--- src/rtl/core/lsd_pkg.sv ---
`default_nettype none
package lsd_pkg;

	localparam int unsigned QUEUE_DEPTH = 4;
	localparam int unsigned QPTR_W      = $clog2(QUEUE_DEPTH);
	localparam int unsigned QCNT_W      = $clog2(QUEUE_DEPTH + 1);

	localparam logic [7:0]  STREAM_INFO  = 8'd1;
	localparam logic [7:0]  STREAM_ERROR = 8'd2;
	localparam logic [7:0]  NEWLINE_CHAR = 8'h0A;
	localparam logic [2:0]  HDR_LAST     = 3'd7;
	localparam logic [2:0]  LEN_START    = 3'd4;
	localparam logic [15:0] MAX_LEN_RST  = 16'd1024;

	typedef enum logic [1:0] {
		LVL_INFO  = 2'd0,
		LVL_ERROR = 2'd1,
		LVL_CRIT  = 2'd2
	} level_t;

	// One classified input byte: an optional message result, then an
	// optional truncation result.
	typedef struct packed {
		logic       has_msg;
		logic [7:0] msg_byte;
		logic       msg_has_byte;
		logic       msg_end;
		logic       trunc;
		level_t     lvl;
	} rec_t;

endpackage
`default_nettype wire

--- src/rtl/core/lsd_front.sv ---
`default_nettype none
module lsd_front
	import lsd_pkg::*;
(
	input  wire logic        clk,
	input  wire logic        arst_n,
	input  wire logic        cfg_wr_en,
	input  wire logic [15:0] cfg_wr_data,
	input  wire logic        in_fire,
	input  wire logic [7:0]  log_byte,
	input  wire logic        end_of_buffer,
	output logic             push,
	output rec_t             push_rec
);

	logic [15:0] max_len_q;
	logic        in_payload_q;
	logic [2:0]  header_pos_q;
	level_t      frame_level_q;
	logic [31:0] payload_len_q;
	logic [31:0] payload_pos_q;

	logic        in_payload_n;
	logic [2:0]  header_pos_n;
	level_t      frame_level_n;
	logic [31:0] payload_len_n;
	logic [31:0] payload_pos_n;
	logic        frame_done;
	logic [31:0] max_len_ext;
	logic [31:0] kept;
	logic [31:0] pos_inc;
	rec_t        rec;

	assign max_len_ext = {16'd0, max_len_q};
	assign kept        = (payload_len_q < max_len_ext) ? payload_len_q : max_len_ext;
	assign pos_inc     = payload_pos_q + 32'd1;

	always_comb begin
		in_payload_n  = in_payload_q;
		header_pos_n  = header_pos_q;
		frame_level_n = frame_level_q;
		payload_len_n = payload_len_q;
		payload_pos_n = payload_pos_q;
		frame_done    = 1'b0;
		rec           = '0;

		if (!in_payload_q) begin
			if (header_pos_q == 3'd0) begin
				priority if (log_byte == STREAM_INFO) begin
					frame_level_n = LVL_INFO;
				end else if (log_byte == STREAM_ERROR) begin
					frame_level_n = LVL_ERROR;
				end else begin
					frame_level_n = LVL_CRIT;
				end
			end else if (header_pos_q >= LEN_START) begin
				payload_len_n = {payload_len_q[23:0], log_byte};
			end
			if (header_pos_q == HDR_LAST) begin
				header_pos_n  = 3'd0;
				payload_pos_n = 32'd0;
				// empty message: closing marker on the last header byte
				if (payload_len_n == 32'd0 || max_len_q == 16'd0) begin
					rec.has_msg = 1'b1;
					rec.msg_end = 1'b1;
				end
				if (payload_len_n == 32'd0) begin
					frame_done = 1'b1;
				end else begin
					in_payload_n = 1'b1;
				end
			end else begin
				header_pos_n = header_pos_q + 3'd1;
			end
		end else begin
			if (pos_inc < kept) begin
				rec.has_msg      = 1'b1;
				rec.msg_byte     = log_byte;
				rec.msg_has_byte = 1'b1;
			end else if (pos_inc == kept) begin
				// last kept byte; a trailing newline is dropped
				rec.has_msg = 1'b1;
				rec.msg_end = 1'b1;
				if (log_byte != NEWLINE_CHAR) begin
					rec.msg_byte     = log_byte;
					rec.msg_has_byte = 1'b1;
				end
			end
			if (pos_inc >= payload_len_q) begin
				in_payload_n  = 1'b0;
				header_pos_n  = 3'd0;
				payload_pos_n = 32'd0;
				frame_done    = 1'b1;
			end else begin
				payload_pos_n = pos_inc;
			end
		end

		if (end_of_buffer && !frame_done && (in_payload_n || header_pos_n != 3'd0)) begin
			rec.trunc     = 1'b1;
			in_payload_n  = 1'b0;
			header_pos_n  = 3'd0;
			payload_pos_n = 32'd0;
		end
		rec.lvl = frame_level_n;
	end

	assign push_rec = rec;
	assign push     = in_fire && (rec.has_msg || rec.trunc);

	always_ff @(posedge clk or negedge arst_n) begin
		if (!arst_n) begin
			max_len_q     <= MAX_LEN_RST;
			in_payload_q  <= 1'b0;
			header_pos_q  <= 3'd0;
			frame_level_q <= LVL_INFO;
			payload_len_q <= 32'd0;
			payload_pos_q <= 32'd0;
		end else begin
			if (cfg_wr_en) begin
				max_len_q <= cfg_wr_data;
			end
			if (in_fire) begin
				in_payload_q  <= in_payload_n;
				header_pos_q  <= header_pos_n;
				frame_level_q <= frame_level_n;
				payload_len_q <= payload_len_n;
				payload_pos_q <= payload_pos_n;
			end
		end
	end

endmodule
`default_nettype wire

--- src/rtl/core/lsd_queue.sv ---
`default_nettype none
module lsd_queue
	import lsd_pkg::*;
(
	input  wire logic clk,
	input  wire logic arst_n,
	input  wire logic push,
	input  wire rec_t push_rec,
	output logic      not_full,
	input  wire logic pop,
	output logic      q_valid,
	output rec_t      q_rec
);

	rec_t              mem_q [QUEUE_DEPTH];
	logic [QPTR_W-1:0] wr_ptr_q;
	logic [QPTR_W-1:0] rd_ptr_q;
	logic [QCNT_W-1:0] count_q;
	logic              do_push;
	logic              do_pop;

	assign not_full = (count_q != QCNT_W'(QUEUE_DEPTH));
	assign q_valid  = (count_q != '0);
	assign q_rec    = mem_q[rd_ptr_q];
	assign do_push  = push && not_full;
	assign do_pop   = pop && q_valid;

	always_ff @(posedge clk) begin
		if (do_push) begin
			mem_q[wr_ptr_q] <= push_rec;
		end
	end

	always_ff @(posedge clk or negedge arst_n) begin
		if (!arst_n) begin
			wr_ptr_q <= '0;
			rd_ptr_q <= '0;
			count_q  <= '0;
		end else begin
			if (do_push) begin
				wr_ptr_q <= wr_ptr_q + QPTR_W'(1);
			end
			if (do_pop) begin
				rd_ptr_q <= rd_ptr_q + QPTR_W'(1);
			end
			unique case ({do_push, do_pop})
				2'b10:   count_q <= count_q + QCNT_W'(1);
				2'b01:   count_q <= count_q - QCNT_W'(1);
				default: count_q <= count_q;
			endcase
		end
	end

endmodule
`default_nettype wire

--- src/rtl/core/lsd_back.sv ---
`default_nettype none
module lsd_back
	import lsd_pkg::*;
(
	input  wire logic        clk,
	input  wire logic        arst_n,
	input  wire logic        q_valid,
	input  wire rec_t        q_rec,
	output logic             pop,
	output logic             out_valid,
	input  wire logic        out_ready,
	output logic [7:0]       data_byte,
	output logic             has_byte,
	output logic [1:0]       level,
	output logic             message_end,
	output logic             truncated
);

	logic msg_pend_q;
	logic trunc_pend_q;
	rec_t cur_q;
	logic out_fire;
	logic last_fire;
	logic load;

	assign out_valid = msg_pend_q || trunc_pend_q;
	assign out_fire  = out_valid && out_ready;
	assign last_fire = out_fire && !(msg_pend_q && trunc_pend_q);
	assign load      = !out_valid || last_fire;
	assign pop       = load && q_valid;

	// message result goes first, truncation result after it
	assign data_byte   = msg_pend_q ? cur_q.msg_byte : 8'd0;
	assign has_byte    = msg_pend_q && cur_q.msg_has_byte;
	assign message_end = msg_pend_q && cur_q.msg_end;
	assign truncated   = !msg_pend_q && trunc_pend_q;
	assign level       = cur_q.lvl;

	always_ff @(posedge clk) begin
		if (pop) begin
			cur_q <= q_rec;
		end
	end

	always_ff @(posedge clk or negedge arst_n) begin
		if (!arst_n) begin
			msg_pend_q   <= 1'b0;
			trunc_pend_q <= 1'b0;
		end else if (load) begin
			msg_pend_q   <= q_valid && q_rec.has_msg;
			trunc_pend_q <= q_valid && q_rec.trunc;
		end else if (out_fire) begin
			msg_pend_q <= 1'b0;
		end
	end

endmodule
`default_nettype wire

--- src/rtl/core/log_stream_deframer_core.sv ---
`default_nettype none
// Multiplexed log stream deframer.
// Input channel (in_valid/in_ready): one raw byte of the log buffer per
// transaction, with end_of_buffer set on the buffer's final byte. Frames are
// an 8-byte header (stream code, three pad bytes, 32-bit big-endian length)
// and a payload. Output channel (out_valid/out_ready): one result per
// transaction: message byte, level, message_end and truncated flags.
// Config: cfg_wr_en/cfg_wr_data write max_message_len at any edge; write it
// only while no transaction is in flight.
// Throughput: one input byte per cycle while the queue has room. A byte makes
// zero, one or two results; one that makes two (truncation) takes two output
// transactions. Header and skipped bytes make none, bar the closing marker of
// an empty message on its last header byte and truncation on end_of_buffer.
// The accepting edge writes the record into a 4-entry queue; the back loads
// it into its output register once that is free. Stall: when out_ready is
// low the back holds its result and the queue takes up to four more records;
// once it is full in_ready drops for every byte, even one that would make no
// result. Reset: parser returns to header state, max_message_len goes to 1024,
// queue and output register empty. No clearing pass is needed.
module log_stream_deframer_core
	import lsd_pkg::*;
(
	input  wire logic        clk,
	input  wire logic        arst_n,
	input  wire logic        cfg_wr_en,
	input  wire logic [15:0] cfg_wr_data,
	input  wire logic        in_valid,
	output logic             in_ready,
	input  wire logic [7:0]  log_byte,
	input  wire logic        end_of_buffer,
	output logic             out_valid,
	input  wire logic        out_ready,
	output logic [7:0]       data_byte,
	output logic             has_byte,
	output logic [1:0]       level,
	output logic             message_end,
	output logic             truncated
);

	logic in_fire;
	logic push;
	rec_t push_rec;
	logic q_valid;
	rec_t q_rec;
	logic pop;

	assign in_fire = in_valid && in_ready;

	// front: header/payload parser, classifies each byte
	lsd_front u_front (
		.clk           (clk),
		.arst_n        (arst_n),
		.cfg_wr_en     (cfg_wr_en),
		.cfg_wr_data   (cfg_wr_data),
		.in_fire       (in_fire),
		.log_byte      (log_byte),
		.end_of_buffer (end_of_buffer),
		.push          (push),
		.push_rec      (push_rec)
	);

	// queue decouples parser from output side
	lsd_queue u_queue (
		.clk      (clk),
		.arst_n   (arst_n),
		.push     (push),
		.push_rec (push_rec),
		.not_full (in_ready),
		.pop      (pop),
		.q_valid  (q_valid),
		.q_rec    (q_rec)
	);

	// back: expands each record into one or two output transactions
	lsd_back u_back (
		.clk         (clk),
		.arst_n      (arst_n),
		.q_valid     (q_valid),
		.q_rec       (q_rec),
		.pop         (pop),
		.out_valid   (out_valid),
		.out_ready   (out_ready),
		.data_byte   (data_byte),
		.has_byte    (has_byte),
		.level       (level),
		.message_end (message_end),
		.truncated   (truncated)
	);

	// a queued record reaches an empty output register the next cycle
	a_queue_drains: assert property (@(posedge clk) disable iff (!arst_n)
		(q_valid && !out_valid) |=> out_valid)
		else $error("queued record not loaded into output register");

	// no data byte without has_byte
	a_byte_zero: assert property (@(posedge clk) disable iff (!arst_n)
		(out_valid && !has_byte) |-> (data_byte == 8'd0))
		else $error("data_byte nonzero without has_byte");

	// a truncation result carries no message content
	a_trunc_clean: assert property (@(posedge clk) disable iff (!arst_n)
		(out_valid && truncated) |-> (!has_byte && !message_end))
		else $error("truncation result carries message content");

endmodule
`default_nettype wire
--- config.mk ---
export PLATFORM = sky130hd
export DESIGN_NAME = log_stream_deframer_core
export DESIGN_NICKNAME = d
export VERILOG_FILES = /design/src/rtl/core/lsd_pkg.sv /design/src/rtl/core/lsd_front.sv /design/src/rtl/core/lsd_queue.sv /design/src/rtl/core/lsd_back.sv /design/src/rtl/core/log_stream_deframer_core.sv
export SDC_FILE = /design/constraint.sdc
export NUM_CORES = 1
export LEC_CHECK = 0
export ABC_CLOCK_PERIOD_IN_PS = 5600
export BUFFER_PORTS_ARGS = -buffer_cell sky130_fd_sc_hd__buf_2
export CORE_UTILIZATION = 60
export CTS_CLUSTER_SIZE = 16
export DETAILED_ROUTE_END_ITERATION = 16
export MAX_ROUTING_LAYER = met4
export PLACE_DENSITY_LB_ADDON = 0.1
export SETUP_SLACK_MARGIN = 0.3
export SLEW_MARGIN = 20
export SYNTH_ARGS = -nofsm -noshare
export SYNTH_HDL_FRONTEND = slang
export SYNTH_SLANG_ARGS = --single-unit
--- constraint.sdc ---
create_clock -name clk -period 5.6 [get_ports clk]
set_input_delay 0 -clock clk [delete_from_list [all_inputs] [get_ports clk]]
set_output_delay 0 -clock clk [all_outputs]
set_load 0.05 [all_outputs]
==> flow_metrics.env <==
export IMPL_timing_max_slew_rel_slack=0.384
export IMPL_hpwlAfterDp_mm=16.2
export IMPL_critical_path_endpoint="u_queue.count_q[1]"
export IMPL_worst_endpoint_required_ns=5.95
export IMPL_area_growth_synth_to_final_pct=15.6
export IMPL_final_hold_viol_count=0
export IMPL_detail_route_drc_violations=0
export IMPL_cts_path_max_buffers=2
export IMPL_worstPathCellList="ha_1 > a21o_1 > a21o_1 > a211oi_1 > o211ai_1 > a31oi_2 > buf_6 > mux2i_1 > ha_1 > a21oi_1 > o21ai_0 > a21oi_1 > o211ai_1 > a2111o_1 > a41oi_4 > inv_1 > ha_1 > inv_1 > fa_1 > o21ai_0"
export IMPL_grt_start_max_net_pins=63
export IMPL_synth_yosys_seq_area_share=0.473
export IMPL_worst_ep_arrival_time_ns=5.36
export IMPL_fp_row_count=45
export IMPL_die_w_microns=127
export IMPL_worst_path_largest_cell_delay_ns=0.52
export IMPL_post_route_cells_drive_above_1_share=0.145
export IMPL_timing_critical_path_mode_cell="ha_1"
export IMPL_dpl_cell_area_sq_um=9840
export IMPL_synthTopCellsByCount="nand2_1, dfrtp_1, ha_1, o21ai_0, edfxtp_1"
export IMPL_kind_of_critical_path="reg2reg"
export IMPL_count_of_endpoints_failing_setup_in_the_final_report=0
export IMPL_min_path_type="in2reg"
export IMPL_h_tree_depth=4
export IMPL_power_density_nw_per_um2=502
export IMPL_antenna_diode_count=0
export IMPL_finish_instance_area_sq_um=10800
export IMPL_nNetsFinal=1090
export IMPL_finalCriticalPeriod_ns=5.00
export IMPL_viasPerCell=5.90
export IMPL_die_area_sq_um=16100
export IMPL_clock_tree_from_tritoncts="done"
export IMPL_drt_iter0_drc=524
export IMPL_post_synth_top_count_cell="nand2_1"
export IMPL_outcome="completed"
export IMPL_r2r_start="u_front.payload_len_q[1]"
export IMPL_first_pass_iters=5
export IMPL_post_synth_cell_area_avg_sq_um=10.7
export IMPL_detailedPlace_worstSlack_ns=0.293
export IMPL_worst_slew_pin_transition_ns=0.923
export IMPL_synth_async_reset_ratio=0.583
export IMPL_finalWeightedCongestion=0.912
export IMPL_maxClockFrequency_mhz=200
export IMPL_synth_edff_count=68
export IMPL_clock_skew_final_ns=0.0100
export IMPL_cp_startpoint="u_front.payload_len_q[1]"
export IMPL_number_of_vias_in_the_routed_layout=6919
export IMPL_fin_crit_sh=0.893
export IMPL_cts_num_sinks=163
export IMPL_static_leakage_power_uw=0.00485
export IMPL_reg2reg_to="u_queue.count_q[1]"
export IMPL_postSynthRegisterBits=163
export IMPL_grt_antenna_before_repair=0
export IMPL_slew_violations=0
export IMPL_wirelength_mm=22.1
export IMPL_tns_ns=0
export IMPL_io_pins=45
export IMPL_post_synth_num_cell_types=60
export IMPL_synthesis_area_sq_um=9340
export IMPL_clk_insertion_delay_late_ns=0.43
export IMPL_crit_path_end_kind="flop"
export IMPL_cell_chosen_for_the_clock_root="clkbuf_16"
export IMPL_yosys_warnings=0
export IMPL_initial_utilization=0.615
export IMPL_grt_use_total=0.307
export IMPL_reg2reg_setup_slack_ns=0.60
export IMPL_place_port_buffers=44
export IMPL_grt_ovfl_total=0
export IMPL_critical_path_slowest_cell="a2111o_1"
export IMPL_cts_buffers_inserted=17
export IMPL_synth_area_leader_cell="dfrtp_1"
export IMPL_yosys_top_cells_area="dfrtp_1, edfxtp_1, ha_1"
export IMPL_final_fill_count=1132
export IMPL_synth_top_cell_area_share=0.252
export IMPL_clk_slew_on_worst_s_h_paths_ns=0.07
export IMPL_die_y_microns=127
export IMPL_maxCapViolCount=0
export IMPL_critPathLaunchType="flop"
export IMPL_wl_per_cell_microns=18.8
export IMPL_synthCells=874
export IMPL_ys_dominant_reg_cell="dfrtp_1"
export IMPL_placeable_core_region_sq_um=15200
export IMPL_fin_ws_ns=0.596
export IMPL_ant_nets=0
export IMPL_grt_pass1_vias=7022
export IMPL_rsz0062_at_grt="false"
export IMPL_r2r_cells=20
export IMPL_critical_path_max_fanout=11
export IMPL_grt_pass1_wl_mm=36.2
export IMPL_irDropWorstVdd_mv=0.572
-- layout make-up --
cell class	instances	area, sq um	share of cell area
clock buffer	18	439	0.0406
clock inverter	14	143	0.0132
inverter	67	251	0.0233
multi-input combinational	631	4670	0.432
sequential	163	4420	0.409
tap	188	235	0.0218
timing repair buffer	91	649	0.0601
-- metrics by stage --
step           utilization  total power, uW  hold WS [ns]  std cells
2_1_floorplan            -             3490        -0.296        889
3_3_place_gp         0.647             4070       -0.0407       1107
3_5_place_dp         0.647             4160       -0.0312       1107
4_1_cts              0.705             5350        0.0136       1167
5_1_grt              0.711             5770        0.0240       1172
6_report             0.711             5420        0.0192       1172
-- worst max-delay path: cells and delay by family (launching register included) --
family	cells	cell delay [ns]
buf+inv	3	0.37
flops	1	0.48
compound gates	12	2.49
mux	1	0.32
fa+ha+maj	4	1.25
-- metal layers --
metal	vias up	track usage	wire, microns
li1	3364	-	-
met1	3296	0.375	9340
met2	214	0.514	11000
met3	45	0.0481	1070
met4	0	0.123	635
met5	-	-	0
-- worst min path at each step --
stage / from / to / slack, ns / cells past startpoint
after floorplan: arst_n / u_back.msg_pend_q / -0.30 / 0
after global placement: arst_n / u_queue.rd_ptr_q[1] / -0.04 / 1
after detailed placement: arst_n / u_queue.rd_ptr_q[1] / -0.03 / 1
after CTS: in_valid / u_front.header_pos_q[2] / 0.01 / 3
after global routing: in_valid / u_front.header_pos_q[2] / 0.02 / 3
final: in_valid / u_front.header_pos_q[2] / 0.02 / 3
-- report_power, final --
| part | total [uW] | internal, uW | switching, uW | leakage, uW |
|---|---|---|---|---|
| clock | 1150 | 638 | 515 | 0.000282 |
| combinational | 2480 | 1040 | 1430 | 0.00268 |
| sequential | 1800 | 1520 | 274 | 0.00189 |
| total | 5420 | 3200 | 2220 | 0.00485 |
-- state kept, by name, indices dropped and copies added, names as in the netlist, 2 cells and up --
register / count
u_front.payload_len_q: 32
u_back.level: 2
u_front.frame_level_q: 2
u_front.max_len_q: 16
u_queue.wr_ptr_q: 2
u_queue.count_q: 3
u_queue.rd_ptr_q: 2
u_queue.mem_q: 56
u_front.header_pos_q: 3
u_back.cur_q: 10
u_front.payload_pos_q: 32
-- what timing repair did --
item | 4_1_cts | 5_1_grt
endpoints found under the setup margin | 1 | 25
hold buffers | 28 | 0
endpoints found under the hold margin | 60 | 0
setup buffers | 0 | 5
gates resized for setup | 2 | 10
pin swaps | 0 | 5
-- cells in the final DEF, fill, tap and decap left out, types with 5 or more instances in the layout --
| master | n |
|---|---|
| a211oi_1 | 5 |
| mux2_2 | 14 |
| ha_1 | 87 |
| o21ai_0 | 88 |
| nand3_1 | 19 |
| and3_1 | 10 |
| mux2i_1 | 13 |
| a21oi_1 | 26 |
| clkbuf_16 | 17 |
| mux4_2 | 14 |
| dfrtp_1 | 94 |
| nand4_1 | 21 |
| nor4_1 | 15 |
| inv_1 | 67 |
| nand2_1 | 96 |
| buf_4 | 19 |
| a22o_1 | 19 |
| and4_1 | 6 |
| xor2_1 | 13 |
| nor2_1 | 35 |
| dlygate4sd3_1 | 28 |
| edfxtp_1 | 68 |
| a21o_1 | 9 |
| xnor2_1 | 23 |
| conb_1 | 16 |
| and2_1 | 16 |
| nor2b_1 | 13 |
| nor3_1 | 13 |
| buf_2 | 43 |
-- cell families (layout without fill, tap and decap cells) --
| group | count (synthesis) | in the layout | synth area share |
|---|---|---|---|
| AO/OA/AOI/OAI | 174 | 174 | 0.116 |
| other | 1 | 16 | 0.000401 |
| AND/OR/NAND/NOR | 270 | 270 | 0.146 |
| buffers and inverters | 95 | 190 | 0.0400 |
| flip-flops | 163 | 163 | 0.473 |
| XOR/XNOR | 37 | 37 | 0.0347 |
| multiplexers | 44 | 44 | 0.0683 |
| adder cells (fa/ha/maj) | 90 | 90 | 0.121 |
(Power assumes the default switching activity.)
